===== src/rtl/sawarq_pkg.sv =====
// Shared types and codes of the stop-and-wait ARQ sender.
// Used by the controller, the datapath, the top level and the checker.
package sawarq_pkg;

    // Input item kinds (tuser on the slave side)
    localparam logic [2:0] KIND_PAYLOAD  = 3'd0;
    localparam logic [2:0] KIND_EMPTY    = 3'd1;
    localparam logic [2:0] KIND_ACK_BYTE = 3'd2;
    localparam logic [2:0] KIND_ACK_HDR  = 3'd3;
    localparam logic [2:0] KIND_TIMEOUT  = 3'd4;

    // Result kinds (tuser on the master side)
    localparam logic [1:0] OUT_HEADER    = 2'd0;
    localparam logic [1:0] OUT_BYTE      = 2'd1;
    localparam logic [1:0] OUT_DELIVERED = 2'd2;
    localparam logic [1:0] OUT_GAVE_UP   = 2'd3;

    localparam logic [3:0] RETRY_LIMIT_RESET = 4'd3;
    localparam logic [3:0] RETRY_SAT         = 4'd15;

    typedef enum logic [2:0] {
        ST_IDLE,
        ST_START,
        ST_HDR,
        ST_RD,
        ST_BYTE,
        ST_FIN_OK,
        ST_FIN_GIVE
    } state_t;

    // Commands from controller to datapath
    typedef struct packed {
        logic gather;     // store payload byte, bump length
        logic empty;      // drop gathered bytes
        logic start;      // form checksum, enter waiting
        logic ack_byte;   // fold ACK byte into ACK XOR
        logic ack_hdr;    // clear ACK XOR
        logic timeout;    // count a retry
        logic rd;         // read stored byte at index
        logic idx_clr;
        logic idx_inc;
        logic load_hdr;   // load header result
        logic load_byte;  // load payload byte result
        logic load_fin;   // load delivered / gave-up result
        logic fin_give;   // final result is gave-up
        logic finish;     // toggle sequence, empty buffer, leave waiting
    } cmd_t;

    // Status from datapath to controller
    typedef struct packed {
        logic waiting;
        logic full_next;
        logic ack_ok;
        logic retry_over;
        logic len_zero;
        logic idx_last;
        logic out_free;
    } sts_t;

endpackage


===== src/rtl/sawarq_ram.sv =====
// Generic single-write, single-read RAM with registered read data.
// No dependencies.
module sawarq_ram #(
    parameter int WIDTH = 8,
    parameter int DEPTH = 10
) (
    input  logic                                   clk,
    input  logic                                   we,
    input  logic [((DEPTH > 1) ? $clog2(DEPTH) : 1)-1:0] waddr,
    input  logic [WIDTH-1:0]                       wdata,
    input  logic                                   re,
    input  logic [((DEPTH > 1) ? $clog2(DEPTH) : 1)-1:0] raddr,
    output logic [WIDTH-1:0]                       rdata
);

    logic [WIDTH-1:0] mem [DEPTH];

    // Write port
    always_ff @(posedge clk)
    begin
        if (we)
        begin
            mem[waddr] <= wdata;
        end
    end

    // Registered read, held while no read is requested
    always_ff @(posedge clk)
    begin
        if (re)
        begin
            rdata <= mem[raddr];
        end
    end

endmodule


===== src/rtl/sawarq_ctrl.sv =====
// Controller state machine of the stop-and-wait ARQ sender.
// Depends on sawarq_pkg for states, codes, command and status types.
module sawarq_ctrl (
    input  logic               clk,
    input  logic               rst_n,
    input  logic               in_valid,
    output logic               in_ready,
    input  logic [2:0]         in_kind,
    input  logic               in_last,
    input  sawarq_pkg::sts_t   sts,
    output sawarq_pkg::cmd_t   cmd
);

    sawarq_pkg::state_t state_reg, state_next;

    // State register
    always_ff @(posedge clk or negedge rst_n)
    begin
        if (!rst_n)
        begin
            state_reg <= sawarq_pkg::ST_IDLE;
        end
        else
        begin
            state_reg <= state_next;
        end
    end

    // Next state and commands
    always_comb
    begin
        state_next = state_reg;
        cmd        = '0;
        in_ready   = 1'b0;
        case (state_reg)
            sawarq_pkg::ST_IDLE:
            begin
                in_ready = 1'b1;
                if (in_valid)
                begin
                    if (!sts.waiting)
                    begin
                        if (in_kind == sawarq_pkg::KIND_PAYLOAD)
                        begin
                            cmd.gather = 1'b1;
                            if (in_last || sts.full_next)
                            begin
                                state_next = sawarq_pkg::ST_START;
                            end
                        end
                        else if (in_kind == sawarq_pkg::KIND_EMPTY)
                        begin
                            cmd.empty  = 1'b1;
                            state_next = sawarq_pkg::ST_START;
                        end
                    end
                    else
                    begin
                        if (in_kind == sawarq_pkg::KIND_ACK_BYTE)
                        begin
                            cmd.ack_byte = 1'b1;
                        end
                        else if (in_kind == sawarq_pkg::KIND_ACK_HDR)
                        begin
                            cmd.ack_hdr = 1'b1;
                            state_next  = sts.ack_ok ? sawarq_pkg::ST_FIN_OK
                                                     : sawarq_pkg::ST_HDR;
                        end
                        else if (in_kind == sawarq_pkg::KIND_TIMEOUT)
                        begin
                            cmd.timeout = 1'b1;
                            state_next  = sts.retry_over ? sawarq_pkg::ST_FIN_GIVE
                                                         : sawarq_pkg::ST_HDR;
                        end
                    end
                end
            end
            sawarq_pkg::ST_START:
            begin
                cmd.start  = 1'b1;
                state_next = sawarq_pkg::ST_HDR;
            end
            sawarq_pkg::ST_HDR:
            begin
                if (sts.out_free)
                begin
                    cmd.load_hdr = 1'b1;
                    cmd.idx_clr  = 1'b1;
                    state_next   = sts.len_zero ? sawarq_pkg::ST_IDLE
                                                : sawarq_pkg::ST_RD;
                end
            end
            sawarq_pkg::ST_RD:
            begin
                cmd.rd     = 1'b1;
                state_next = sawarq_pkg::ST_BYTE;
            end
            sawarq_pkg::ST_BYTE:
            begin
                if (sts.out_free)
                begin
                    cmd.load_byte = 1'b1;
                    cmd.idx_inc   = 1'b1;
                    state_next    = sts.idx_last ? sawarq_pkg::ST_IDLE
                                                 : sawarq_pkg::ST_RD;
                end
            end
            sawarq_pkg::ST_FIN_OK,
            sawarq_pkg::ST_FIN_GIVE:
            begin
                if (sts.out_free)
                begin
                    cmd.load_fin = 1'b1;
                    cmd.fin_give = (state_reg == sawarq_pkg::ST_FIN_GIVE);
                    cmd.finish   = 1'b1;
                    state_next   = sawarq_pkg::ST_IDLE;
                end
            end
            default:
            begin
                state_next = sawarq_pkg::ST_IDLE;
            end
        endcase
    end

endmodule


===== src/rtl/sawarq_dp.sv =====
// Datapath of the stop-and-wait ARQ sender: protocol state, checksums,
// payload buffer and result register. Depends on sawarq_pkg and sawarq_ram.
module sawarq_dp #(
    parameter int MAX_PAYLOAD = 10
) (
    input  logic              clk,
    input  logic              rst_n,
    input  sawarq_pkg::cmd_t  cmd,
    output sawarq_pkg::sts_t  sts,
    input  logic              cfg_valid,
    input  logic [3:0]        cfg_data,
    input  logic [7:0]        data_byte,
    input  logic [7:0]        ack_seq,
    input  logic [7:0]        ack_len,
    input  logic [7:0]        ack_cksum,
    output logic              out_valid,
    input  logic              out_ready,
    output logic [1:0]        out_kind,
    output logic [7:0]        out_byte,
    output logic              out_seq,
    output logic [3:0]        out_len,
    output logic [7:0]        out_cksum,
    output logic              out_end
);

    localparam int LEN_W  = $clog2(MAX_PAYLOAD + 1);
    localparam int ADDR_W = (MAX_PAYLOAD > 1) ? $clog2(MAX_PAYLOAD) : 1;

    logic              seq_reg, seq_next;
    logic              waiting_reg, waiting_next;
    logic [3:0]        retry_reg, retry_next;
    logic [3:0]        limit_reg, limit_next;
    logic [LEN_W-1:0]  len_reg, len_next;
    logic [7:0]        cksum_reg, cksum_next;
    logic [7:0]        ackxor_reg, ackxor_next;
    logic [7:0]        payxor_reg, payxor_next;
    logic [ADDR_W-1:0] idx_reg, idx_next;
    logic              ovalid_reg, ovalid_next;

    logic [1:0]        okind_reg;
    logic [7:0]        obyte_reg;
    logic              oseq_reg;
    logic [3:0]        olen_reg;
    logic [7:0]        ocksum_reg;
    logic              oend_reg;

    logic [3:0]        retry_inc;
    logic [7:0]        rd_byte;
    logic              out_free;

    // Payload buffer
    sawarq_ram #(
        .WIDTH (8),
        .DEPTH (MAX_PAYLOAD)
    ) u_ram (
        .clk   (clk),
        .we    (cmd.gather),
        .waddr (ADDR_W'(len_reg)),
        .wdata (data_byte),
        .re    (cmd.rd),
        .raddr (idx_reg),
        .rdata (rd_byte)
    );

    // Status towards the controller
    assign retry_inc = (retry_reg == sawarq_pkg::RETRY_SAT) ? retry_reg : retry_reg + 4'd1;
    assign out_free  = !ovalid_reg || out_ready;

    always_comb
    begin
        sts.waiting    = waiting_reg;
        sts.full_next  = (len_reg == LEN_W'(MAX_PAYLOAD - 1));
        sts.ack_ok     = (ack_cksum == (ack_seq ^ ack_len ^ ackxor_reg))
                         && (ack_seq == {7'd0, seq_reg});
        sts.retry_over = (retry_inc >= limit_reg);
        sts.len_zero   = (len_reg == '0);
        sts.idx_last   = ((LEN_W'(idx_reg) + LEN_W'(1)) == len_reg);
        sts.out_free   = out_free;
    end

    // Protocol state updates
    always_comb
    begin
        seq_next     = seq_reg;
        waiting_next = waiting_reg;
        retry_next   = retry_reg;
        limit_next   = limit_reg;
        len_next     = len_reg;
        cksum_next   = cksum_reg;
        ackxor_next  = ackxor_reg;
        payxor_next  = payxor_reg;
        idx_next     = idx_reg;
        if (cfg_valid)
        begin
            limit_next = cfg_data;
        end
        if (cmd.gather)
        begin
            len_next    = len_reg + LEN_W'(1);
            payxor_next = payxor_reg ^ data_byte;
        end
        if (cmd.empty)
        begin
            len_next    = '0;
            payxor_next = '0;
        end
        if (cmd.start)
        begin
            cksum_next   = {7'd0, seq_reg} ^ 8'(len_reg) ^ payxor_reg;
            waiting_next = 1'b1;
            retry_next   = '0;
            ackxor_next  = '0;
        end
        if (cmd.ack_byte)
        begin
            ackxor_next = ackxor_reg ^ data_byte;
        end
        if (cmd.ack_hdr)
        begin
            ackxor_next = '0;
        end
        if (cmd.timeout)
        begin
            retry_next = retry_inc;
        end
        if (cmd.idx_clr)
        begin
            idx_next = '0;
        end
        if (cmd.idx_inc)
        begin
            idx_next = idx_reg + ADDR_W'(1);
        end
        if (cmd.finish)
        begin
            waiting_next = 1'b0;
            retry_next   = '0;
            seq_next     = !seq_reg;
            len_next     = '0;
            payxor_next  = '0;
        end
    end

    always_ff @(posedge clk or negedge rst_n)
    begin
        if (!rst_n)
        begin
            seq_reg     <= 1'b0;
            waiting_reg <= 1'b0;
            retry_reg   <= '0;
            limit_reg   <= sawarq_pkg::RETRY_LIMIT_RESET;
            len_reg     <= '0;
            cksum_reg   <= '0;
            ackxor_reg  <= '0;
            payxor_reg  <= '0;
            idx_reg     <= '0;
        end
        else
        begin
            seq_reg     <= seq_next;
            waiting_reg <= waiting_next;
            retry_reg   <= retry_next;
            limit_reg   <= limit_next;
            len_reg     <= len_next;
            cksum_reg   <= cksum_next;
            ackxor_reg  <= ackxor_next;
            payxor_reg  <= payxor_next;
            idx_reg     <= idx_next;
        end
    end

    // Result register: set on load, drop once taken
    always_comb
    begin
        ovalid_next = ovalid_reg;
        if (cmd.load_hdr || cmd.load_byte || cmd.load_fin)
        begin
            ovalid_next = 1'b1;
        end
        else if (out_ready)
        begin
            ovalid_next = 1'b0;
        end
    end

    always_ff @(posedge clk or negedge rst_n)
    begin
        if (!rst_n)
        begin
            ovalid_reg <= 1'b0;
        end
        else
        begin
            ovalid_reg <= ovalid_next;
        end
    end

    // Result payload, taken from state before this cycle's updates
    always_ff @(posedge clk)
    begin
        if (cmd.load_hdr || cmd.load_byte || cmd.load_fin)
        begin
            oseq_reg   <= seq_reg;
            olen_reg   <= 4'(len_reg);
            ocksum_reg <= cksum_reg;
            if (cmd.load_byte)
            begin
                okind_reg <= sawarq_pkg::OUT_BYTE;
                obyte_reg <= rd_byte;
                oend_reg  <= sts.idx_last;
            end
            else if (cmd.load_fin)
            begin
                okind_reg <= cmd.fin_give ? sawarq_pkg::OUT_GAVE_UP
                                          : sawarq_pkg::OUT_DELIVERED;
                obyte_reg <= '0;
                oend_reg  <= 1'b1;
            end
            else
            begin
                okind_reg <= sawarq_pkg::OUT_HEADER;
                obyte_reg <= '0;
                oend_reg  <= sts.len_zero;
            end
        end
    end

    assign out_valid = ovalid_reg;
    assign out_kind  = okind_reg;
    assign out_byte  = obyte_reg;
    assign out_seq   = oseq_reg;
    assign out_len   = olen_reg;
    assign out_cksum = ocksum_reg;
    assign out_end   = oend_reg;

endmodule


===== src/rtl/stop_and_wait_arq_sender_unit.sv =====
// Top level of the alternating-bit stop-and-wait ARQ sender.
// Depends on sawarq_pkg, sawarq_ctrl, sawarq_dp (and sawarq_ram below it).
//
//  Channel  | Direction | tdata (low bit up)                     | tuser    | tlast
//  s_axis   | in        | data_byte, ack_seq, ack_len, ack_cksum | kind     | last
//  m_axis   | out       | out_byte, out_seq, out_len, out_cksum  | out_kind | out_end
//  cfg      | in        | cfg_data = retry_limit                 | -        | -
//
// A send passes through the accepting state, a checksum state and a header
// state, then through a buffer RAM read state and a result load state for each
// stored byte; a resend skips the checksum state, and a delivered or gave-up
// report passes through the accepting state and then a report state.
// Input is taken only in the idle state; a waiting result does not block it.
// Output stalls hold the result register and the sequencer in place.
// Reset is asynchronous, active low; the buffer itself needs no clearing.
module stop_and_wait_arq_sender_unit #(
    parameter int MAX_PAYLOAD = 10
) (
    input  logic        clk,
    input  logic        rst_n,
    input  logic        s_axis_tvalid,
    output logic        s_axis_tready,
    input  logic [31:0] s_axis_tdata,   // data_byte, ack_seq, ack_len, ack_cksum
    input  logic [2:0]  s_axis_tuser,   // kind
    input  logic        s_axis_tlast,
    output logic        m_axis_tvalid,
    input  logic        m_axis_tready,
    output logic [23:0] m_axis_tdata,   // out_byte, out_seq, out_len, out_cksum, zero pad
    output logic [1:0]  m_axis_tuser,   // out_kind
    output logic        m_axis_tlast,
    input  logic        cfg_valid,
    output logic        cfg_ready,
    input  logic [3:0]  cfg_data        // retry_limit
);

    sawarq_pkg::cmd_t cmd;
    sawarq_pkg::sts_t sts;

    logic [7:0] out_byte;
    logic       out_seq;
    logic [3:0] out_len;
    logic [7:0] out_cksum;

    assign cfg_ready = 1'b1;

    sawarq_ctrl u_ctrl (
        .clk      (clk),
        .rst_n    (rst_n),
        .in_valid (s_axis_tvalid),
        .in_ready (s_axis_tready),
        .in_kind  (s_axis_tuser),
        .in_last  (s_axis_tlast),
        .sts      (sts),
        .cmd      (cmd)
    );

    sawarq_dp #(
        .MAX_PAYLOAD (MAX_PAYLOAD)
    ) u_dp (
        .clk       (clk),
        .rst_n     (rst_n),
        .cmd       (cmd),
        .sts       (sts),
        .cfg_valid (cfg_valid),
        .cfg_data  (cfg_data),
        .data_byte (s_axis_tdata[7:0]),
        .ack_seq   (s_axis_tdata[15:8]),
        .ack_len   (s_axis_tdata[23:16]),
        .ack_cksum (s_axis_tdata[31:24]),
        .out_valid (m_axis_tvalid),
        .out_ready (m_axis_tready),
        .out_kind  (m_axis_tuser),
        .out_byte  (out_byte),
        .out_seq   (out_seq),
        .out_len   (out_len),
        .out_cksum (out_cksum),
        .out_end   (m_axis_tlast)
    );

    // Pack result fields
    assign m_axis_tdata = {3'd0, out_cksum, out_len, out_seq, out_byte};

endmodule


===== config.mk =====
export PLATFORM = sky130hd
export DESIGN_NAME = stop_and_wait_arq_sender_unit
export DESIGN_NICKNAME = d
export VERILOG_FILES = /design/src/rtl/sawarq_pkg.sv /design/src/rtl/sawarq_ram.sv /design/src/rtl/sawarq_ctrl.sv /design/src/rtl/sawarq_dp.sv /design/src/rtl/stop_and_wait_arq_sender_unit.sv
export SDC_FILE = /design/constraint.sdc
export NUM_CORES = 1
export LEC_CHECK = 0
export ABC_AREA = 1
export ABC_CLOCK_PERIOD_IN_PS = 2150
export BUFFER_PORTS_ARGS = -buffer_cell sky130_fd_sc_hd__clkbuf_2
export CAP_MARGIN = 20
export CORE_UTILIZATION = 53
export DETAILED_ROUTE_END_ITERATION = 12
export GPL_TIMING_DRIVEN = 1
export PLACE_DENSITY = 0.76
export SYNTH_ARGS = -nofsm -noshare
export SYNTH_HDL_FRONTEND = slang
export SYNTH_SLANG_ARGS = --single-unit

===== constraint.sdc =====
create_clock -name clk -period 2.15 [get_ports clk]
set_input_delay 0.1075 -clock clk [delete_from_list [all_inputs] [get_ports clk]]
set_output_delay 0.1075 -clock clk [all_outputs]
set_load 0.05 [all_outputs]

Word-level counts from Yosys, hierarchy flattened:

Memories as Yosys holds them, arrays and structs flattened. A register that Yosys moved wholly into a read port is not among the register bits.
Index checks and enable logic that the tools add are counted.

* add/subtract/negate cells: 3
* magnitude comparators: 1
* equality and inequality tests: 23
* multiplexer cells: 63
* bitwise operators: 7
* reductions and logical operators: 19

Operator list (number)
* 3-bit 2-to-1 mux: 18
* 8-bit 2-to-1 mux: 6
* 8-bit bitwise XOR: 5
* 4-bit 2-to-1 mux: 9
* 1-bit 2-to-1 mux: 23
* 3-bit one-hot mux with 6 select lines: 1
* 4-bit by 1-bit adder with 4-bit output, second input constant: 3
* 3-bit by 2-bit equality test with 1-bit output, second input constant: 4
* 3-bit equality test, second input constant: 4
* 2-bit 2-to-1 mux: 6
* 3-bit nonzero test: 3
* 4-bit equality test, second input constant: 2
* 8-bit by 1-bit equality test with 1-bit output: 1
* 8-bit equality test: 1
* 8-bit AND reduction: 1
* 3-bit by 1-bit equality test with 1-bit output, second input constant: 2
* 3-bit zero test: 2
* 2-bit by 1-bit != test with 1-bit output, second input constant: 3
* 2-bit nonzero test: 3
* 4-bit equality test: 1
* 4-bit greater-or-equal comparator: 1
* 4-bit zero test: 1
* 1-bit logical OR: 4
* 4-bit by 1-bit != test with 1-bit output, second input constant: 1
* 9 further kinds: 11

* flip-flop bits (word level): 70
* memory bits (writable): 80
* input port bits: 45
* output and inout bits: 30
* word-level logic and storage cells: 135
* memories kept: 1

Memories
* u_dp.u_ram.mem: depth 10, width 8, read ports 1, clocked after Yosys merged registers in 1, write ports 1, RTL line sawarq_ram.sv:16 `logic [WIDTH-1:0] mem [DEPTH];`

Longest topological paths before layout:

Gate-level depths: netlist (run 1).

* word-level depth: 10
* depth in mapped cells: 16

Hierarchy:

A second synthesis (run 1) with hierarchy kept.

* cells, all modules: 830
* area total of the unflattened synthesis: 7692.4 µm²

Modules (own cells, without submodules)
* sawarq_ram: instances 1, cells each 335, area an instance 3743.6 µm², seq. area each 2642.5 µm²
* sawarq_dp: instances 1, cells each 409, area an instance 3449.6 µm², seq. area each 1799.2 µm²
* sawarq_ctrl: instances 1, cells each 79, area an instance 454.2 µm², seq. area each 75.1 µm²
* stop_and_wait_arq_sender_unit: instances 1, cells each 7, area an instance 45.0 µm², seq. area each 0.0 µm²

Worst setup path after synthesis (run 1):

No wires, ideal clock.

* path type: register to register
* start point: register u_ctrl.state_reg[0]
* end point: register u_dp.obyte_reg[0] (netlist: u_dp.out_byte[0]) (enable)
* library setup time: 0.405 ns
* arrival: 1.830 ns
* slack: -0.085 ns
* cell stages (with the launch flop): 6
* buffers on the path: 0
* period minus slack after synthesis: 2.235 ns
* path through: dfrtp_1 > nor3_1 > inv_1 > nand2_1 > inv_1 > nor2_1

* cells in the longest elaborated chain, start to end: 4

Ends and longest elaborated chain
* start: declaration: RTL line sawarq_ctrl.sv:14 `sawarq_pkg::state_t state_reg, state_next;`
* start signal: assignment: RTL line sawarq_ctrl.sv:21 `state_reg <= sawarq_pkg::ST_IDLE;`
* start signal: assignment: RTL line sawarq_ctrl.sv:25 `state_reg <= state_next;`
* 3-bit equality test / 3-bit by 2-bit equality test with 1-bit output (equally long branches): RTL line sawarq_ctrl.sv:35 `case (state_reg)`
* 2-bit OR reduction / 1-bit 2-to-1 mux (equally long branches): RTL line sawarq_ctrl.sv:35
* 3-bit 2-to-1 mux / 1-bit logical OR (equally long branches): RTL line sawarq_ctrl.sv:35, sawarq_dp.sv:201
* 1-bit logical OR *: RTL line sawarq_dp.sv:201 `if (cmd.load_hdr || cmd.load_byte || cmd.load_fin)`
* end signal: assignment: RTL line sawarq_dp.sv:209 `obyte_reg <= rd_byte;`
* end: declaration: RTL line sawarq_dp.sv:41 `logic [7:0] obyte_reg;`

Every way passes the cells marked *; elsewhere a longest branch is shown, timed or not.
A chain may end at the register's enable or synchronous reset.

Worst setup path in the final report (run 1):

* start point: register u_dp.retry_reg[1]
* end point: register u_ctrl.state_reg[2]

* cells in the longest elaborated chain, start to end: 10

Ends and longest elaborated chain
* start: declaration: RTL line sawarq_dp.sv:31 `logic [3:0] retry_reg, retry_next;`
* start signal: assignment: RTL line sawarq_dp.sv:162 `retry_reg <= retry_next;`
* 4-bit by 1-bit adder with 4-bit output / 4-bit equality test (equally long branches): RTL line sawarq_dp.sv:66 `assign retry_inc = (retry_reg == sawarq_pkg::RETRY_SAT) ? retry_reg : retry_reg + 4'd1;`
* 4-bit 2-to-1 mux *: RTL line sawarq_dp.sv:66
* 4-bit greater-or-equal comparator *: RTL line sawarq_dp.sv:75 `sts.retry_over = (retry_inc >= limit_reg);`
* 3-bit 2-to-1 mux *: RTL line sawarq_ctrl.sv:72 `state_next = sts.retry_over ? sawarq_pkg::ST_FIN_GIVE`
* 3-bit 2-to-1 mux *: RTL line sawarq_ctrl.sv:69 `else if (in_kind == sawarq_pkg::KIND_TIMEOUT)`
* 3-bit 2-to-1 mux *: RTL line sawarq_ctrl.sv:63 `else if (in_kind == sawarq_pkg::KIND_ACK_HDR)`
* 3-bit 2-to-1 mux *: RTL line sawarq_ctrl.sv:59 `if (in_kind == sawarq_pkg::KIND_ACK_BYTE)`
* 3-bit 2-to-1 mux *: RTL line sawarq_ctrl.sv:41 `if (!sts.waiting)`
* 3-bit 2-to-1 mux *: RTL line sawarq_ctrl.sv:39 `if (in_valid)`
* 3-bit one-hot mux with 6 select lines *: RTL line sawarq_ctrl.sv:35

Every way passes the cells marked *; elsewhere a longest branch is shown, timed or not. The select of a mux whose other input is x is not followed.

==> results.toml, run 1 <==
[detailed_routing]
wl_per_cell_um = 16.4
drt_first_pass_iters = 5
drtAntennaViolNets = 0
drt-initial-drc-count = 503
drt-total-wl_um = 16500
vias = 5547
viasPerCell = 5.51
drc = 0

[global_route]
grt_pass1_vias = 5570
grt.overflow.total = 0
grt_busiest_layer = "met2"
antenna_found_initial = 0
grt_max_degree = 43
grtUsageMet1_pct = 30.6
grt_usage_pct = 24.7
grt_use_met2_pct = 43.0
grt_pass1_wl_um = 26600
grt_util_met3_pct = 5.69

[place]
gp_congestion = 0.867
dp_hpwl_um = 11300
place_inst = 964
portBuffers = 70
place_ws_ns = -0.0198

[yosys]
yosys.area.top_type_share_pct = 46.7
synth_area_per_cell_um2 = 10.1
ys_types = 35
ys_seq_area_share_pct = 62.8
synthTopCellsByArea = "edfxtp_1 (47%), dfrtp_1 (15%), nand2_1 (6.2%)"
syn_inst = 716
ys.flop_type = "edfxtp_1"
synth_edf_count = 112
ys_seq_elements = 158
syn-cell-area_um2 = 7200
yosys_warnings = 0
synthArstFlopShare_pct = 29.1
synth_top_area_cell = "edfxtp_1"

[power_and_ir_drop]
power_density_nw_per_um2 = 1270
total_power_mw = 10.9
leakagePower_nw = 3.68
peakVddDrop_mv = 0.587

[sta]
fin_setup_tns_ns = 0
clock.fmax_ghz = 0.474
whs_ns = 0.0218
finalSetupViolations = 0
min_period_ns = 2.11
slew_headroom_pct = 56.4
worst_pin_slew_ns = 0.654
worst_clock_skew_ns = 0.0133
finalHoldViolCount = 0
finalCritPeriodShare_pct = 98.2
worst_slack_ns = 0.0381
drv_slew = 0
rsz0062_at_grt = "yes"

[floorplan]
start_util_pct = 54.3
die_x_um = 119
die-area_um2 = 14000
die_h_um = 119
io_pins = 75
core_um2 = 13200
row_count = 42

[clock_network]
cts_buffers = 17
cts_root_buf = "clkbuf_16"
cts_tree = "done"
cts.sinks = 158
clk_latency_ns = 0.43
clk_pin_slew_ns = 0.07
htree_levels = 4
clockBufferDepth = 2
post_cts_buffers = 0

[setup_path]
path_class = "flop to flop"
crit_start = "u_dp.retry_reg[1]$_DFFE_PN0P_"
worst-path-max-fanout = 4
crit_path_end = "u_ctrl.state_reg[2]$_DFFE_PN0P_"
startpoint_type = "flop"
crit_path_end_kind = "flop"
r2r-end = "u_ctrl.state_reg[2]$_DFFE_PN0P_"
worstPathRequired_ns = 2.49
r2r_setup_slack_ns = 0.04
ff2ff_path_depth = 14
r2r-start = "u_dp.retry_reg[1]$_DFFE_PN0P_"
critPathArrivalTime_ns = 2.46

[layout]
antenna_cells = 0
largest_register_ffs = 80
area_growth_pct = 18.7
regMostFlops = "u_dp.u_ram.mem"
final_cell_mix = "nand2_1 (116), edfxtp_1 (112), nor2_1 (89)"
final_cell_count_no_fill = 1007
final_common_cell = "nand2_1"
drive_gt1_share_pct = 18.8
nets = 873

[flow_run]
cap_violations = 0

[outcome]
status = "completed"

[hold_path]
hp-class = "input pin to flop"
## worst min path at each step
stage / start / to / slack, ns / depth (start not counted)
after floorplan: rst_n / u_ctrl.state_reg[0]$_DFFE_PN0P_ / -0.19 / 0
after global placement: rst_n / u_dp.cksum_reg[7]$_DFFE_PN0P_ / 0.16 / 1
after detailed placement: rst_n / u_dp.cksum_reg[7]$_DFFE_PN0P_ / 0.16 / 1
after CTS: cfg_valid / u_dp.limit_reg[0]$_DFFE_PN1P_ / 0.003 / 2
after global routing: cfg_valid / u_dp.limit_reg[0]$_DFFE_PN1P_ / 0.03 / 2
final: cfg_valid / u_dp.limit_reg[0]$_DFFE_PN1P_ / 0.02 / 2
## what timing repair did
action / in CTS / in global routing
hold buffers: 11 / 0
hold endpoints to repair: 26 / 0
gates cloned: 0 / 0
pin swaps: 1 / 10
setup endpoints to repair: 1 / 1
gates resized for setup: 2 / 13
## cell families (layout without fill, tap and decap cells)
logic type | count (synthesis) | in the layout | share of synthesized area (%)
buffers and inverters | 115 | 228 | 6.54
flip-flops | 158 | 158 | 62.8
AND/OR/NAND/NOR | 271 | 271 | 15.8
XOR/XNOR | 19 | 19 | 2.31
other | 2 | 4 | 0.104
AO/OA/AOI/OAI | 140 | 140 | 10.6
adder cells (fa/ha/maj) | 10 | 10 | 1.74
multiplexers | 1 | 1 | 0.156
## routing by layer
layer	wire length (um)	up-vias
li1	-	2617
met1	6680	2649
met2	8290	246
met3	1180	35
met4	351	0
met5	0	-
## cell usage after synthesis, types with 2 or more instances
master,count
nand3_1,35
nor3_1,9
conb_1,2
nand2_2,3
inv_1,89
nor2_2,5
clkbuf_1,10
o21ai_1,6
nor3_2,2
xnor2_1,10
dfstp_2,2
a21oi_1,11
inv_2,4
nand2_1,119
buf_4,7
o21ai_0,86
edfxtp_1,112
o22ai_1,30
ha_1,10
buf_2,3
nand3b_1,4
a21boi_0,2
xor2_1,9
o21ai_2,2
nand4_1,2
dfrtp_1,44
nor2_1,90
## worst max-delay path, cell delays in order, from the launching register on
cell      delay [ns]
dfrtp_1         0.40
ha_2            0.21
nand2_2         0.05
inv_2           0.09
nand2_4         0.08
xor2_2          0.17
ha_1            0.29
inv_2           0.04
a21boi_2        0.12
o21ai_1         0.07
a21boi_1        0.14
o21ai_1         0.09
nand2_1         0.07
nand2_1         0.05
a21boi_1        0.14
## stage by stage
stage | area [um2] | utilization (%)
after floorplan | 7210 | -
after global placement | 7830 | 59.2
after detailed placement | 7830 | 59.2
after CTS | 8520 | 64.3
after global routing | 8540 | 64.5
final | 8540 | 64.5
## layout make-up
type	instances	area (um2)
fillers	1017	4700
flip-flops and latches	158	4520
multi-input cells	445	2250
repair buffers	103	638
clock buffers	17	425
inverters	93	349
well taps	176	220
clock inverters	15	145
## report_power, final
| group | total (mW) | switching, mW | internal, mW |
|---|---|---|---|
| clock network | 2.90 | 1.35 | 1.54 |
| registers | 4.25 | 0.319 | 3.93 |
| logic | 3.73 | 2.69 | 1.04 |
Power figures use the tool's default switching activity.
==> run 2: changes to the inputs <==
Settings changed: ABC_CLOCK_PERIOD_IN_PS 2150 to 1700.
Clock period 2.15 ns to 1.7 ns, I/O delays scaled along.
==> run 2 against run 1 <==
Against the previous run: the run now ends with setup timing left; critical path depth decreased by 2; first-iteration DRC count increased by 32%; utilization increased by 4.9 points; largest cell class unchanged; total power increased by 34%; via count increased by 4.9%; critical endpoint unchanged.
==> results.toml, run 2 (synthesized netlist as in run 1, its figures left out) <==
[outcome]
status = "finished, violations left"
failed_checks = "setup timing"

[floorplan]
start_util_pct = 54.3
row_count = 42
die_h_um = 119
core_um2 = 13200
io_pins = 75
die_x_um = 119
die-area_um2 = 14000

[detailed_routing]
drc = 0
drt-total-wl_um = 18000
drt_first_pass_iters = 5
viasPerCell = 5.60
wl_per_cell_um = 17.3
drtAntennaViolNets = 0
drt-initial-drc-count = 666
vias = 5819

[place]
placed_area_um2 = 8160
dp_hpwl_um = 11500
place_inst = 985
portBuffers = 70
gp_congestion = 0.894

[sta]
slew_headroom_pct = 59.7
drv_slew = 0
rsz0062_at_grt = "yes"
worst_slack_ns = -0.491
worst_pin_slew_ns = 0.605
min_period_ns = 2.19
finalHoldViolCount = 0
worst_clock_skew_ns = 0.00958
whs_ns = 0.0462
finalSetupViolations = 73
clock.fmax_ghz = 0.457
finalCritPeriodShare_pct = 129

[power_and_ir_drop]
leakagePower_nw = 3.94
power_density_nw_per_um2 = 1590
peakVddDrop_mv = 0.944

[layout]
final_cell_count_no_fill = 1040
stdcell_area_um2 = 9190
area_growth_pct = 27.7
drive_gt1_share_pct = 25.5
regMostFlops = "u_dp.u_ram.mem"
final_cell_mix = "nand2_1 (112), edfxtp_1 (112), inv_1 (86)"
multi_input_area_um2 = 2480
largest_register_ffs = 80
seq_area_um2 = 4520
antenna_cells = 0
final.fill_count = 886
nets = 906

[setup_path]
worstPathRequired_ns = 2.04
critPathArrivalTime_ns = 2.53
path_class = "flop to flop"
crit_path_end_kind = "flop"
worst-path-max-fanout = 2
startpoint_type = "flop"

[clock_network]
cts_root_buf = "clkbuf_16"
htree_levels = 4
cts_buffers = 17
clockBufferDepth = 2
clk_pin_slew_ns = 0.07
cts.sinks = 158
cts_tree = "done"
clk_latency_ns = 0.42

[global_route]
grt.overflow.total = 0
grt_pass1_vias = 5700
grt_max_degree = 47
grt_usage_pct = 25.4
antenna_found_initial = 0
grt_pass1_wl_um = 27300

[flow_run]
cap_violations = 0

[hold_path]
hp-class = "input pin to flop"
-- run 2: changes by cell type in the layout (fill, tap and decap cells not counted), moves of 5 or more --
cell     before  now
buf_12        1   11
buf_4        21   38
buf_6         0    5
nor2_1       89   78
nor2_4        1   14
o21ai_0      83   77
-- run 2: worst paths after layout --
kind / from / slack (ns) / depth (start not counted) / to
min in group asynchronous: rst_n / 0.29 / 3 / u_dp.cksum_reg[5]$_DFFE_PN0P_
worst min register to register: u_dp.cksum_reg[3]$_DFFE_PN0P_ / 0.45 / 0 / u_dp.out_cksum[3]$_DFFE_PP_
worst max register to register: u_dp.retry_reg[1]$_DFFE_PN0P_ / -0.49 / 12 / u_ctrl.state_reg[2]$_DFFE_PN0P_
worst max-delay path: u_dp.retry_reg[1]$_DFFE_PN0P_ / -0.49 / 12 / u_ctrl.state_reg[2]$_DFFE_PN0P_
max in group asynchronous: rst_n / 0.96 / 3 / u_dp.idx_reg[0]$_DFFE_PN0P_
worst min-delay path: s_axis_tdata[2] / 0.05 / 1 / u_dp.u_ram.mem[2][2]$_DFFE_PP_
-- run 2: power by group --
group / internal, mW / switching (mW)
Sequential: 4.98 / 0.369
Combinational: 1.84 / 3.82
Clock: 2.05 / 1.55
Total: 8.86 / 5.74
-- run 2: critical path, stage by stage (launching register included) --
cell	delay, ns
dfrtp_1	0.39
ha_2	0.20
nand2_2	0.07
inv_2	0.06
buf_4	0.13
o21ai_0	0.20
o21ai_0	0.18
ha_1	0.32
a21boi_1	0.19
o21ai_1	0.08
nand2_1	0.08
nand2_1	0.07
a21boi_2	0.14
-- run 2: cell type report --
class / instances / share of cell area, %
Clock inverter: 13 / 1.43
Timing Repair Buffer: 136 / 11.4
Tap cell: 176 / 2.40
Clock buffer: 19 / 4.71
Sequential cell: 158 / 49.2
Multi-Input combinational cell: 445 / 27.0
Inverter: 93 / 3.85
-- run 2: layer usage --
layer / vias up / wire [um] / track usage [%]
met2: 339 / 8820 / 41.2
met1: 2732 / 6890 / 31.7
li1: 2675 / - / -
met4: 0 / 864 / 13.3
met3: 73 / 1460 / 5.84
met5: - / 0 / 0
-- run 2: repair_timing --
item | CTS | global route
pin swaps | 7 | 20
buffers inserted | 0 | 12
resized for setup | 5 | 66
hold endpoints to repair | 48 | 0
hold buffers | 12 | 0
endpoints found under the setup margin | 3 | 110
-- run 2: metrics by stage --
step | setup TNS (ns) | setup WS, ns | util [%] | power [mW]
after CTS | -0.340 | -0.340 | 66.9 | 14.1
after global routing | -9.31 | -0.565 | 69.4 | 15.3
after global placement | -0.165 | -0.165 | 61.6 | 10.2
after floorplan | -3.46 | -0.121 | - | 8.79
after detailed placement | -0.304 | -0.294 | 61.6 | 10.5
final | -3.87 | -0.491 | 69.4 | 14.6
==> run 3: changes to the inputs <==
Settings changed: CORE_UTILIZATION 53 to 54, PLACE_DENSITY 0.76 to unset, PLACE_DENSITY_LB_ADDON set to 0.05, SYNTH_HIERARCHICAL set to 1, TNS_END_PERCENT set to 1.
==> run 3 against run 2 <==
Against the previous run: the flow still finishes with violations (setup timing); register-to-register slack better by 0.16 ns; synthesized cell count up 16%; first-iteration DRC count down 35%; sequential power about the same; wire length down 7.8%; clock skew down 0.0015 ns; hold slack better by 0.037 ns; sequential share of layout area down 1.3 points; area after synthesis up 6.9%; critical path type unchanged; critical endpoint is now u_ctrl/state_reg[2]$_DFFE_PN0P_.
==> results.toml, run 3 <==
[global_route]
grt_pass1_vias = 5606
grt_max_degree = 47
grt_usage_pct = 24.3
grt_pass1_wl_um = 26800
antenna_found_initial = 0
grt.overflow.total = 0

[setup_path]
cpMostUsedCell = "nand2_1"
path_class = "flop to flop"
r2r_setup_slack_ns = -0.33
worst-path-max-fanout = 4
critPathMaxStageDelay_ns = 0.36
critPathArrivalTime_ns = 2.35
crit_path_cell_trace = "ha_2, nand2_2, inv_2, nand2_4, nand2_2, o21a_1, inv_2, ha_4, inv_2, nor2_1, o211ai_1, nand3_1, nand2_1, nand2_1, nand2_1, nand2_1, nand3_1, nand2_1"
critPathSlowestCell = "dfrtp_1"
worstPathRequired_ns = 2.02
ff2ff_path_depth = 18
crit_path_end_kind = "flop"
r2r-end = "u_ctrl/state_reg[2]$_DFFE_PN0P_"
startpoint_type = "flop"
r2r-start = "u_dp/retry_reg[1]$_DFFE_PN0P_"

[place]
gp_congestion = 0.872
place_ws_ns = -0.426
portBuffers = 70
place_inst = 1105
dp_hpwl_um = 11300

[outcome]
status = "finished, violations left"
failed_checks = "setup timing"

[detailed_routing]
drtAntennaViolNets = 0
viasPerCell = 4.99
drt-initial-drc-count = 432
vias = 5755
wl_per_cell_um = 14.4
drt_first_pass_iters = 5
drt-total-wl_um = 16600
drc = 0

[sta]
whs_ns = 0.0832
worst_slack_ns = -0.333
rsz0062_at_grt = "yes"
slew_headroom_pct = 59.2
worst_clock_skew_ns = 0.00811
finalCritPeriodShare_pct = 120
worst_pin_slew_ns = 0.611
drv_slew = 0
min_period_ns = 2.03
finalSetupViolations = 91
finalHoldViolCount = 0
clock.fmax_ghz = 0.492

[yosys]
ys_seq_area_share_pct = 58.7
ys_types = 38
ys_top_cells_by_count = "nand2_1 (223), inv_1 (133), edfxtp_1 (112), nand3_1 (82), nor2_1 (68)"
synthArstFlopShare_pct = 29.1
yosysMostFrequentCell = "nand2_1"
synthTopCellsByArea = "edfxtp_1 (44%), dfrtp_1 (14%), nand2_1 (11%)"
yosys_warnings = 6
synth_area_per_cell_um2 = 9.27
syn_inst = 830
ys_seq_elements = 158
ys.flop_type = "edfxtp_1"
synth_top_area_cell = "edfxtp_1"
yosys.area.top_type_share_pct = 43.7
syn-cell-area_um2 = 7690
synth_edf_count = 112

[power_and_ir_drop]
switching_share_pct = 37.6
p_int_mw = 8.61
total_power_mw = 13.8
peakVddDrop_mv = 1.49
power_frac_comb_pct = 33.9
power_density_nw_per_um2 = 1460
power_frac_clock_pct = 27.4
p_switching_mw = 5.20
leakagePower_nw = 4.42
seqPwrFrac_pct = 38.7

[hold_path]
worstHoldEndpoint = "u_ctrl/state_reg[2]$_DFFE_PN0P_"
hold_path_depth = 5
hp-class = "input pin to flop"
hold_start = "s_axis_tvalid"

[layout]
antenna_cells = 0
final_cell_count_no_fill = 1153
final.fill_count = 1058
fin_util_pct = 67.9
nets = 1014
final_cell_mix = "nand2_1 (220), inv_1 (129), edfxtp_1 (112)"
regMostFlops = "u_dp/u_ram/mem"
largest_register_ffs = 80
final_common_cell = "nand2_1"
area_growth_pct = 22.6
drive_gt1_share_pct = 21.8

[floorplan]
die-area_um2 = 14700
die_h_um = 121
start_util_pct = 55.4
row_count = 43
io_pins = 75
core_um2 = 13900
die_x_um = 121

[clock_network]
cts_buffers = 17
cts.sinks = 158
clk_latency_ns = 0.43
cts_tree = "done"
cts_root_buf = "clkbuf_16"
clk_pin_slew_ns = 0.06
htree_levels = 4
clockBufferDepth = 2

[flow_run]
cap_violations = 0
## run 3: worst max-delay path by stage
stage	end	cells after the start	start	slack, ns
after floorplan	u_ctrl/state_reg[2]$_DFFE_PN0P_	18	u_dp/retry_reg[1]$_DFFE_PN0P_	-0.22
after global placement	u_ctrl/state_reg[2]$_DFFE_PN0P_	17	u_dp/retry_reg[1]$_DFFE_PN0P_	-0.28
after detailed placement	u_ctrl/state_reg[2]$_DFFE_PN0P_	18	u_dp/retry_reg[1]$_DFFE_PN0P_	-0.43
after CTS	u_ctrl/state_reg[2]$_DFFE_PN0P_	18	u_dp/retry_reg[1]$_DFFE_PN0P_	-0.27
after global routing	u_ctrl/state_reg[2]$_DFFE_PN0P_	18	u_dp/retry_reg[1]$_DFFE_PN0P_	-0.45
final	u_ctrl/state_reg[2]$_DFFE_PN0P_	18	u_dp/retry_reg[1]$_DFFE_PN0P_	-0.33
## run 3: logic make-up (layout without fill, tap and decap cells)
group	count (synthesis)	count (layout)	share of synthesized area (%)
buffers and inverters	167	308	9.71
and+or+nand+nor	403	403	22.3
AOI/OAI and AO/OA	62	62	4.33
adders and majority gates	9	9	1.46
xor gates and xnor gates	28	28	3.19
DFF	158	158	58.7
muxes	1	1	0.146
other	2	4	0.0976
## run 3: metal layers
metal / global-route usage [%] / vias up / wire length (um)
met5: 0 / - / 0
met4: 9.26 / 0 / 294
met3: 6.30 / 21 / 774
met2: 40.5 / 153 / 8400
met1: 30.3 / 2679 / 7170
li1: - / 2902 / -
## run 3: worst max-delay path, delay by kind of cell (launching register included)
family,cells,cell delay [ns]
AO/OA/AOI/OAI,2,0.30
adder cells (fa/ha/maj),2,0.41
buffers and inverters,3,0.18
flip-flops,1,0.36
AND/OR/NAND/NOR,11,0.67
## run 3: repair_timing
action | 4_1_cts | 5_1_grt
hold buffers | 13 | 0
pin swaps | 4 | 3
buffers inserted | 3 | 0
gates resized for setup | 13 | 4
hold endpoints to repair | 49 | 0
setup endpoints to repair | 75 | 126
## run 3: power groups by stage
stage	Combinational [mW]	Sequential (mW)	Clock [mW]
4_1_cts	4.67	5.35	3.85
5_1_grt	5.10	5.42	4.00
6_report	4.68	5.34	3.78
3_5_place_dp	4.54	5.41	0
3_3_place_gp	4.46	5.39	0
2_1_floorplan	2.75	6.51	0
## run 3: layout make-up
| class | instances | area [um2] | share of cell area, % |
|---|---|---|---|
| Clock buffer | 18 | 429 | 4.55 |
| Clock inverter | 14 | 158 | 1.67 |
| Inverter | 138 | 523 | 5.55 |
| Multi-Input combinational cell | 507 | 2540 | 26.9 |
| Sequential cell | 158 | 4520 | 47.9 |
| Tap cell | 180 | 225 | 2.39 |
| Timing Repair Buffer | 138 | 1040 | 11.0 |
## run 3: stage by stage
step | area, um2 | setup TNS (ns)
2_1_floorplan | 7750 | -19.66
3_3_place_gp | 8630 | -4.29
3_5_place_dp | 8630 | -7.17
4_1_cts | 9420 | -4.99
5_1_grt | 9430 | -11.05
6_report | 9430 | -5.16
